==> config.mk <==
export PLATFORM = sky130hd
export DESIGN_NAME = ils_cell
export DESIGN_NICKNAME = d
export VERILOG_FILES = /design/src/rtl/core/ils_pkg.sv /design/src/rtl/core/ils_cell.sv
export SDC_FILE = /design/constraint.sdc
export NUM_CORES = 1
export LEC_CHECK = 0
export ABC_AREA = 0
export BUFFER_PORTS_ARGS = -buffer_cell sky130_fd_sc_hd__buf_4
export CAP_MARGIN = 20
export CORE_ASPECT_RATIO = 0.6
export CORE_MARGIN = 2
export CORE_UTILIZATION = 38
export DETAILED_ROUTE_END_ITERATION = 10
export GPL_TIMING_DRIVEN = 0
export PLACE_DENSITY = 0.9
export RECOVER_POWER = 50
export SYNTH_ARGS = -nofsm -noshare
export SYNTH_HDL_FRONTEND = slang
export SYNTH_SLANG_ARGS = --single-unit
==> constraint.sdc <==
create_clock -name clk -period 3.3 [get_ports clk]
set_clock_uncertainty 0.05 [all_clocks]
set_input_delay 0.165 -clock clk [delete_from_list [all_inputs] [get_ports clk]]
set_output_delay 0.165 -clock clk [all_outputs]
set_load 0.01 [all_outputs]
==> src/rtl/core/ils_pkg.sv <==
// Shared types and constants for the indexed list store.
// Used by ils_cell and indexed_list_store; depends on nothing.
package ils_pkg;

	// Fixed field widths of the ports
	localparam int OP_W  = 3;
	localparam int POS_W = 7;
	localparam int VAL_W = 32;
	localparam int ST_W  = 2;

	// Default sizing handed to the top level
	localparam int DEF_CAPACITY   = 64;
	localparam int DEF_WORD_WIDTH = 32;

	// Request codes; code 7 is unused and ignored
	typedef enum logic [OP_W-1:0] {
		OP_APPEND = 3'd0,
		OP_REMOVE = 3'd1,
		OP_INSERT = 3'd2,
		OP_DELETE = 3'd3,
		OP_READ   = 3'd4,
		OP_FIND   = 3'd5,
		OP_CLEAR  = 3'd6
	} op_t;

	typedef enum logic [ST_W-1:0] {
		ST_OK     = 2'd0,
		ST_BADIDX = 2'd1,
		ST_EMPTY  = 2'd2,
		ST_FULL   = 2'd3
	} status_t;

	// What every cell of the chain does this cycle
	typedef enum logic [1:0] {
		CA_HOLD   = 2'd0,
		CA_LOAD   = 2'd1,	// write operand at pos only
		CA_INSERT = 2'd2,	// write operand at pos, take left word above pos
		CA_DELETE = 2'd3	// take right word at and above pos
	} cell_act_t;

endpackage

==> src/rtl/core/ils_cell.sv <==
// One storage cell of the list chain: holds a word, shifts with its neighbours.
// Depends on ils_pkg.
module ils_cell import ils_pkg::*; #(
	parameter int IDX        = 0,
	parameter int CW         = 7,
	parameter int WORD_WIDTH = DEF_WORD_WIDTH
) (
	input  logic                  clk,
	input  cell_act_t             act,
	input  logic [CW-1:0]         pos,
	input  logic [WORD_WIDTH-1:0] operand,
	input  logic [WORD_WIDTH-1:0] left_word,
	input  logic [WORD_WIDTH-1:0] right_word,
	input  logic [WORD_WIDTH-1:0] search,
	output logic [WORD_WIDTH-1:0] word,
	output logic                  match
);

	localparam logic [CW-1:0] MY_IDX = CW'(IDX);

	logic [WORD_WIDTH-1:0] word_q;

	always_ff @(posedge clk) begin
		case (act)
			CA_LOAD: begin
				if (pos == MY_IDX)
					word_q <= operand;
			end
			CA_INSERT: begin
				if (pos == MY_IDX)
					word_q <= operand;
				else if (MY_IDX > pos)
					word_q <= left_word;
			end
			CA_DELETE: begin
				if (MY_IDX >= pos)
					word_q <= right_word;
			end
			default: ;
		endcase
	end

	assign word  = word_q;
	assign match = (word_q == search);

endmodule

After elaboration in Yosys (flattened, before gate mapping) --
Cells that the tools add are included. W data, S select, Z words.
Operators by class: $lt $le $gt $ge 2, equality and inequality tests 7, mux-type cells 5, reductions and logical operators 3
Operator list (count):
- $mux W32 | 4
- $pmux W32 S3 | 1
- $eq A32 B32 Y1 | 1
- $ge A1 B7 Y1 const A | 1
- $gt A1 B7 Y1 const A | 1
- $logic_not A7 Y1 | 1
- $eq A2 B2 Y1 const B | 2
- $ne A2 B2 Y1 const B | 2
- $reduce_and A4 Y1 | 1
- $ne A3 B3 Y1 const B | 1
- $reduce_bool A3 Y1 | 1
- $eq A2 B1 Y1 const B | 1
Word-level totals: bits in registers 32

Depth between registers and ports, before layout --
Gate-level depths: netlist (run 1).
depth after elaboration 4, depth in mapped cells 5, depth with buffers taken out 4

Least setup slack after synthesis (run 1) --
Ideal clock, no wire load.
path kind input to register, start point in pos[3], end point reg word_q[0] (netlist: word[0]) (enable), arrival time 1.946 ns, slack 0.883 ns, cell stages on the path 3, path buffers 0, path through nor4_2 > nand2_1 > nor2_1
On the way: longest elaborated chain between the ends 3
Ends and longest elaborated chain:
- from (decl) | RTL line ils_cell.sv:10 | input logic [CW-1:0] pos,
- $gt A1 B7 Y1 (tied with other cells) | RTL line ils_cell.sv:32 | else if (MY_IDX > pos)
- $ne A3 B3 Y1 (no line) / $ne A2 B2 Y1 (equally long branches)
- $reduce_and A4 Y1 (no line) (*)
- to (signal assigned) | RTL line ils_cell.sv:31 | word_q <= operand;
- to (signal assigned) | RTL line ils_cell.sv:33 | word_q <= left_word;
- to (signal assigned) | RTL line ils_cell.sv:37 | word_q <= right_word;
- to (decl) | RTL line ils_cell.sv:21 | logic [WORD_WIDTH-1:0] word_q;
Mark *: on every way between the ends. The rest lies on a longest branch, timed or not. A chain may end at the register's enable or synchronous reset.

Worst setup path after layout (run 1) --
start point reg word_q[7] (netlist: word[7]), end point out match
On the way: longest elaborated chain between the ends 1
Ends and longest elaborated chain:
- from (signal assigned) | RTL line ils_cell.sv:27 | word_q <= operand;
- from (signal assigned) | RTL line ils_cell.sv:31
- from (signal assigned) | RTL line ils_cell.sv:33
- $eq A32 B32 Y1 | RTL line ils_cell.sv:44 | assign match = (word_q == search);
- to (decl) | RTL line ils_cell.sv:16 | output logic match
No other way between the ends.

==> flow_summary.ini, run 1 <==
[grt]
overflow = 0
grt_pass1_wl_mm = 9.49
grt_max_degree = 33
grt_pass1_vias = 2007
antenna_found_initial = 0
grt_usage = 0.228

[yosys]
synthCells = 160
synthArstFlopShare = 0
synth_edf_count = 32
ys_types = 17
syn-cell-area_um2 = 1950
synthDominantCellAreaShare = 0.492
synthTopCellsByCount = edfxtp_1 (32), o22ai_1 (32), xor2_1 (32)
yosysWarningCount = 0
seq_area_frac_synth = 0.492
synth_seq_cells = 32
synth_area_leaders = edfxtp_1 (49%), xor2_1 (14%), a2bb2oi_1 (13%)
synth_flop_cell = edfxtp_1
syn_nets = 298
avgSynthCellArea_um2 = 12.2
synth_top_area_cell = edfxtp_1

[die]
design.core.area_um2 = 5000
die_w_um = 96.6
dieArea_um2 = 5750
start_util = 0.390
ioPinCount = 171
fp-row-count = 20
dieHeight_um = 59.6

[hold_path]
min_path_cells = 2
holdPathEnd = word[7]
hp-start = operand[7]
worstHoldPathType = input pin to flop

[cells_and_area]
layout-drive-gt1-share = 0.455
largest_reg_flops = 32
nNetsFinal = 474
syn_to_final_growth_pct = 65.5
diodes = 0
postLayoutCoreUtil = 0.646
n_fill_cell = 435

[critical_path]
cp.required_ns = 3.08
worstSetupPathType = flop to primary output
worst_ep_arrival_time_ns = 1.92
path_max_fanout = 2
cp-end-kind = primary output
critPathLaunch = word[7]
crit_path_start_kind = flop

[timing]
finalSetupViolations = 0
rsz0062_at_grt = no
period_share = 0.646
worst_pin_slew_ns = 0.880
hold_viol_final = 0
final-max-slew-violation-count = 0
fmax_mhz = 469
fin_crit_ns = 2.13
slew_headroom = 0.412
tns_ns = 0

[placed_design]
hpwl_mm = 5.55
gp_congestion = 0.834
io_buffers = 169

[flow_run]
cap_violations = 0

[cts]
htree_num_levels = 2
clockBufferDepth = 2
post_cts_resized = 0
cts_setup_buffers = 0
cts_made_buffers = 5
cts_tree = built
cts.clk_slew.worst_paths_ns = 0.06
cts_root_buf = clkbuf_8
cts_hold_buf = 0
cts.sinks = 32

[outcome]
status = completed

[routing]
viasPerCell = 5.12
dr.pass1.iters = 4
drt-initial-drc-count = 58
via_count = 2058
drc_errors = 0
wl_per_cell_um = 16.6
drt-total-wl_mm = 6.69
postRouteAntennaNets = 0

[power_and_ir_drop]
power.density_nw_per_um2 = 304
vdd_ir_drop_max_v = 0.000155
p_leak_nw = 1.39
through the flow:
stage          power [mW]  hold WS (ns)  cells  worst slack [ns]  cell area [µm²]
2_1_floorplan       0.566         0.327    160             0.883             1950
3_3_place_gp        0.715         0.424    395             0.104             3310
3_5_place_dp        0.722         0.434    395              1.31             3310
4_1_cts             0.993         0.148    402              1.19             3390
5_1_grt              1.03         0.156    402              1.16             3230
6_report            0.985         0.154    402              1.17             3230
cells in the final DEF (no fill, tap or decap):
cell type / synthesis / final
clkbuf_1: 4 / 40
nor4_1: 8 / 9
o22ai_1: 32 / 32
clkbuf_8: 0 / 5
buf_6: 6 / 3
nor3_1: 1 / 1
a2bb2oi_2: 2 / 2
o21a_1: 0 / 1
clkbuf_4: 0 / 1
xor2_1: 32 / 32
nor2_4: 0 / 1
edfxtp_1: 32 / 32
nand4_1: 2 / 2
buf_4: 0 / 136
nor2_1: 3 / 2
a2bb2oi_1: 30 / 30
inv_1: 1 / 1
nand2_1: 1 / 1
clkinv_2: 0 / 1
a21o_2: 1 / 1
buf_2: 3 / 3
area by class of cell:
class | count | area, µm² | area share
clock inverter | 1 | 5.00 | 0.00155
buffer | 13 | 75.1 | 0.0232
timing repair buffer | 169 | 1150 | 0.355
clock buffer | 6 | 72.6 | 0.0224
inverter | 1 | 3.75 | 0.00116
multi-input combinational | 114 | 886 | 0.274
tap | 66 | 82.6 | 0.0255
sequential | 32 | 961 | 0.297
metal layers:
layer,global-route usage,share of wire
met1,0.291,0.43
met2,0.389,0.47
met3,0.0534,0.084
met4,0.0684,0.016
met5,0,0
how the worst max path moves through the flow:
| stage | slack (ns) | cells after the start | to |
|---|---|---|---|
| after floorplan | 0.88 | 3 | word[0] |
| after global placement | 0.10 | 4 | word[15] |
| after detailed placement | 1.31 | 4 | word[8] |
| after CTS | 1.19 | 5 | match |
| after global routing | 1.16 | 5 | match |
| final | 1.17 | 5 | match |
power by group:
group / internal, mW / total [mW] / switching [mW]
sequential: 0.454 / 0.456 / 0.00148
combinational: 0.162 / 0.252 / 0.0903
clock: 0.143 / 0.277 / 0.134
critical path, cell delays in order (launching register included):
cell	delay, ns
edfxtp_1	0.40
xor2_1	0.16
nor4_1	0.62
nand4_1	0.18
nor2_1	0.14
buf_4	0.13
kinds of logic after synthesis:
logic type | share of synthesized area
XOR/XNOR | 0.143
buffers and inverters | 0.0518
AO/OA/AOI/OAI | 0.264
flip-flops | 0.492
AND/OR/NAND/NOR | 0.0486
No activity file was read; power rests on OpenSTA's default activity.
==> run 2, diff against run 1 <==
CORE_UTILIZATION = 34   (was 38)
PLACE_DENSITY = 0.85   (was 0.9)
clock period = 1.9 ns   (was 3.3 ns; I/O delays follow)
==> flow_summary.ini, run 2 (synthesized netlist as in run 1, its figures left out) <==
[placed_design]
hpwl_mm = 5.79
io_buffers = 169
gp_congestion = 0.790

[cells_and_area]
layout-drive-gt1-share = 0.464
final_cell_mix = buf_4 (136), clkbuf_1 (37), o22ai_1 (32), xor2_1 (32), edfxtp_1 (32)
nNetsFinal = 474
n_fill_cell = 521
diodes = 0
final_common_cell = buf_4
postLayoutCoreUtil = 0.588
syn_to_final_growth_pct = 67.5
largest_reg_flops = 32

[routing]
drt-initial-drc-count = 64
viasPerCell = 4.91
postRouteAntennaNets = 0
wl_per_cell_um = 17.0
dr.pass1.iters = 4
drc_errors = 0
via_count = 2044
drt-total-wl_mm = 7.07

[critical_path]
path_cells = xor2_1, nor4_2, nand4_1, nor2_1, buf_4
crit_path_start_kind = flop
cp-end-kind = primary output
worstSetupPathType = flop to primary output
path_max_fanout = 2
max_stage_delay_ns = 0.42
cp_slowest_cell = nor4_2
cp.required_ns = 1.75
worst_ep_arrival_time_ns = 1.66

[cts]
cts_root_buf = clkbuf_8
cts_setup_buffers = 0
cts_tree = built
cts.clk_slew.worst_paths_ns = 0.06
htree_num_levels = 2
cts.sinks = 32
cts_made_buffers = 5
clockBufferDepth = 2

[power_and_ir_drop]
vdd_ir_drop_max_v = 0.000210
power.density_nw_per_um2 = 520
p_leak_nw = 1.40

[hold_path]
worstHoldPathType = input pin to flop
holdPathEnd = word[27]
hp-start = operand[27]
min_path_cells = 2

[timing]
hold_ws_ns = 0.0976
fin_crit_ns = 1.80
fmax_mhz = 554
finalSetupViolations = 0
rsz0062_at_grt = no
final-max-slew-violation-count = 0
period_share = 0.949
worst_pin_slew_ns = 0.896
slew_headroom = 0.401
hold_viol_final = 0

[flow_run]
cap_violations = 0

[die]
dieArea_um2 = 6390
die_w_um = 102
dieHeight_um = 62.7
ioPinCount = 171
design.core.area_um2 = 5570
fp-row-count = 21
start_util = 0.351

[grt]
overflow = 0
grt_usage = 0.217
grt_max_degree = 33
grt_pass1_vias = 2108
antenna_found_initial = 0
grt_pass1_wl_mm = 10.4

[outcome]
status = completed
-- run 2: changes by cell type in the layout (fill, tap and decap cells not counted), sizes merged --
cell | previous run | this run
clkbuf | 46 | 45
clkinv | 1 | 2
-- run 2: where the power goes --
group	switching, mW	internal (mW)	total (mW)	leakage, nW
Combinational	0.162	0.281	0.443	1.06
Sequential	0.00277	0.789	0.792	0.302
Clock	0.227	0.241	0.468	0.0391
-- run 2: per-stage QoR --
stage	worst slack [ns]	cell area, µm²	cells	setup TNS [ns]	total power, mW
finish	0.0963	3270	416	0	1.70
detailed placement	-0.00428	3330	409	-0.0707	1.26
CTS	0.0514	3420	416	0	1.73
global placement	-0.449	3330	409	-14.31	1.24
floorplan	0.0675	1960	160	0	0.983
global route	0.0177	3270	416	0	1.78
-- run 2: worst max path at each step --
stage	from	to	slack, ns	depth (start not counted)
floorplan	pos[3]	word[0]	0.07	3
global placement	pos[3]	word[15]	-0.45	4
detailed placement	pos[3]	word[15]	-0.004	4
CTS	word[29]	match	0.05	5
global route	word[4]	match	0.02	5
finish	word[20]	match	0.1	5
-- run 2: timing repair --
item	4_1_cts	5_1_grt
pin swaps	0	3
hold buffers	0	0
endpoints found under the setup margin	1	1
gates resized for setup	2	2
-- run 2: metal layers --
metal  vias up  track usage  part of all wire
met1       932        0.279              0.44
met5         -            0                 0
met4         0       0.0450            0.0061
li1       1005            -                 -
met3         4       0.0559             0.084
met2       103        0.371              0.47
-- run 2: layout make-up --
cell class                      instances  area [µm²]  area share
Multi-Input combinational cell        114         907       0.277
Timing Repair Buffer                  169        1150       0.351
Inverter                                1        3.75     0.00115
Clock buffer                            5        68.8      0.0210
Clock inverter                          2        7.51     0.00229
Buffer                                 13        77.6      0.0237
Sequential cell                        32         961       0.293
Tap cell                               80         100      0.0306
-- run 2: worst max-delay path: cells and delay by family (launching register included) --
| family | cells | cell delay, ns |
|---|---|---|
| AND/OR/NAND/NOR | 3 | 0.68 |
| XOR/XNOR | 1 | 0.17 |
| flip-flops | 1 | 0.41 |
| buffers and inverters | 1 | 0.13 |
==> run 3, diff against run 2 <==
CORE_UTILIZATION = 41   (was 34)
PLACE_DENSITY = 0.95   (was 0.85)
clock period = 2.13 ns   (was 1.9 ns; I/O delays follow)
==> flow_summary.ini, run 3 (synthesized netlist as in run 1, its figures left out) <==
[outcome]
status = completed

[routing]
drt-initial-drc-count = 74
postRouteAntennaNets = 0
via_count = 2068
drt-total-wl_mm = 6.84
dr.pass1.iters = 5
viasPerCell = 5.17
wl_per_cell_um = 17.1
drc_errors = 0

[timing]
fin_crit_ns = 1.99
hold_ws_ns = 0.0828
fmax_mhz = 501
hold_viol_final = 0
rsz0062_at_grt = no
slew_headroom = 0.405
final-max-slew-violation-count = 0
period_share = 0.936
worst_pin_slew_ns = 0.890
finalSetupViolations = 0

[die]
start_util = 0.426
design.core.area_um2 = 4590
fp-row-count = 19
dieArea_um2 = 5350
dieHeight_um = 57.5
ioPinCount = 171
die_w_um = 93.1

[hold_path]
worstHoldPathType = input pin to flop
hp-start = operand[27]

[critical_path]
crit_path_start_kind = flop
cp_top_family = simple AND/OR/NAND/NOR gates
path_cells = xor2_1, nor4_2, nand4_1, nor2_1, buf_4
worst_ep_arrival_time_ns = 1.84
cp.required_ns = 1.97
cp-end-kind = primary output
cp_num_buf_inv = 1
cp_slowest_cell = nor4_2
worstSetupPathType = flop to primary output
max_stage_delay_ns = 0.48
critPathLaunch = word[29]
path_max_fanout = 2

[power_and_ir_drop]
p_seq_frac = 0.424
netSwitchingPower_uw = 364
vdd_ir_drop_max_v = 0.000334
power.density_nw_per_um2 = 509
p_total_mw = 1.66
p_leak_nw = 1.41
switching_share = 0.219
pwr-share-clk = 0.341
p_int_mw = 1.30
p_comb_frac = 0.235

[grt]
grt_usage = 0.251
antenna_found_initial = 0
grt_pass1_wl_mm = 10.0
grt_pass1_vias = 2205
grt_max_degree = 33
overflow = 0

[cells_and_area]
final_common_cell = buf_4
largest_reg_flops = 32
syn_to_final_growth_pct = 67.2
final_cell_mix = buf_4 (136), clkbuf_1 (40), o22ai_1 (32), xor2_1 (32), edfxtp_1 (32)
fin_area_um2 = 3270
diodes = 0
nNetsFinal = 474
layout-drive-gt1-share = 0.460

[placed_design]
io_buffers = 169
dpl_cell_area_um2 = 3310
hpwl_mm = 5.62
gp_congestion = 0.796

[cts]
cts_tree = built
cts_hold_buf = 0
cts.clk_slew.worst_paths_ns = 0.07
cts_setup_buffers = 0
clockBufferDepth = 2
cts_made_buffers = 5
cts_root_buf = clkbuf_8
cts.sinks = 32
htree_num_levels = 2

[flow_run]
cap_violations = 0
## run 3: cell types whose count changed in the layout (fill, tap and decap cells not counted), sizes merged
cell	before	now
clkbuf	45	46
clkinv	2	1
bufinv	0	1
## run 3: final timing paths
check       end  slack [ns]  cells past startpoint
min    word[27]        0.08                      2
max       match        0.14                      5
## run 3: cell type report
cell class / instances / area [µm²]
Clock buffer: 6 / 72.6
Clock inverter: 2 / 35.0
Multi-Input combinational cell: 114 / 892
Tap cell: 63 / 78.8
Sequential cell: 32 / 961
Inverter: 1 / 3.75
Buffer: 13 / 75.1
Timing Repair Buffer: 169 / 1150
Fill cell: 372 / 1320
## run 3: timing repair
item | in CTS | in global routing
setup endpoints to repair | 1 | 1
gates resized for setup | 1 | 1
pin swaps | 0 | 0
## run 3: power groups by stage
| stage | Sequential (mW) | Combinational, mW | Clock [mW] |
|---|---|---|---|
| after floorplan | 0.721 | 0.157 | 0 |
| after global placement | 0.719 | 0.388 | 0 |
| after detailed placement | 0.719 | 0.398 | 0 |
| after CTS | 0.706 | 0.400 | 0.578 |
| after global routing | 0.706 | 0.420 | 0.606 |
| final | 0.706 | 0.390 | 0.568 |
## run 3: per-layer routing
layer / vias to the layer above / global-route usage / wire length (µm)
met4: 0 / 0.0735 / 96
met3: 10 / 0.0687 / 483
li1: 1009 / - / -
met1: 949 / 0.303 / 2920
met2: 100 / 0.444 / 3330
met5: - / 0 / 0
## run 3: through the flow
step | setup TNS (ns) | utilization | setup slack, ns | instances
3_5_place_dp | 0 | 0.721 | 0.223 | 392
5_1_grt | 0 | 0.712 | 0.0930 | 400
6_report | 0 | 0.712 | 0.135 | 400
4_1_cts | 0 | 0.746 | 0.0873 | 400
3_3_place_gp | -6.85 | 0.720 | -0.216 | 392
2_1_floorplan | 0 | - | 0.286 | 160
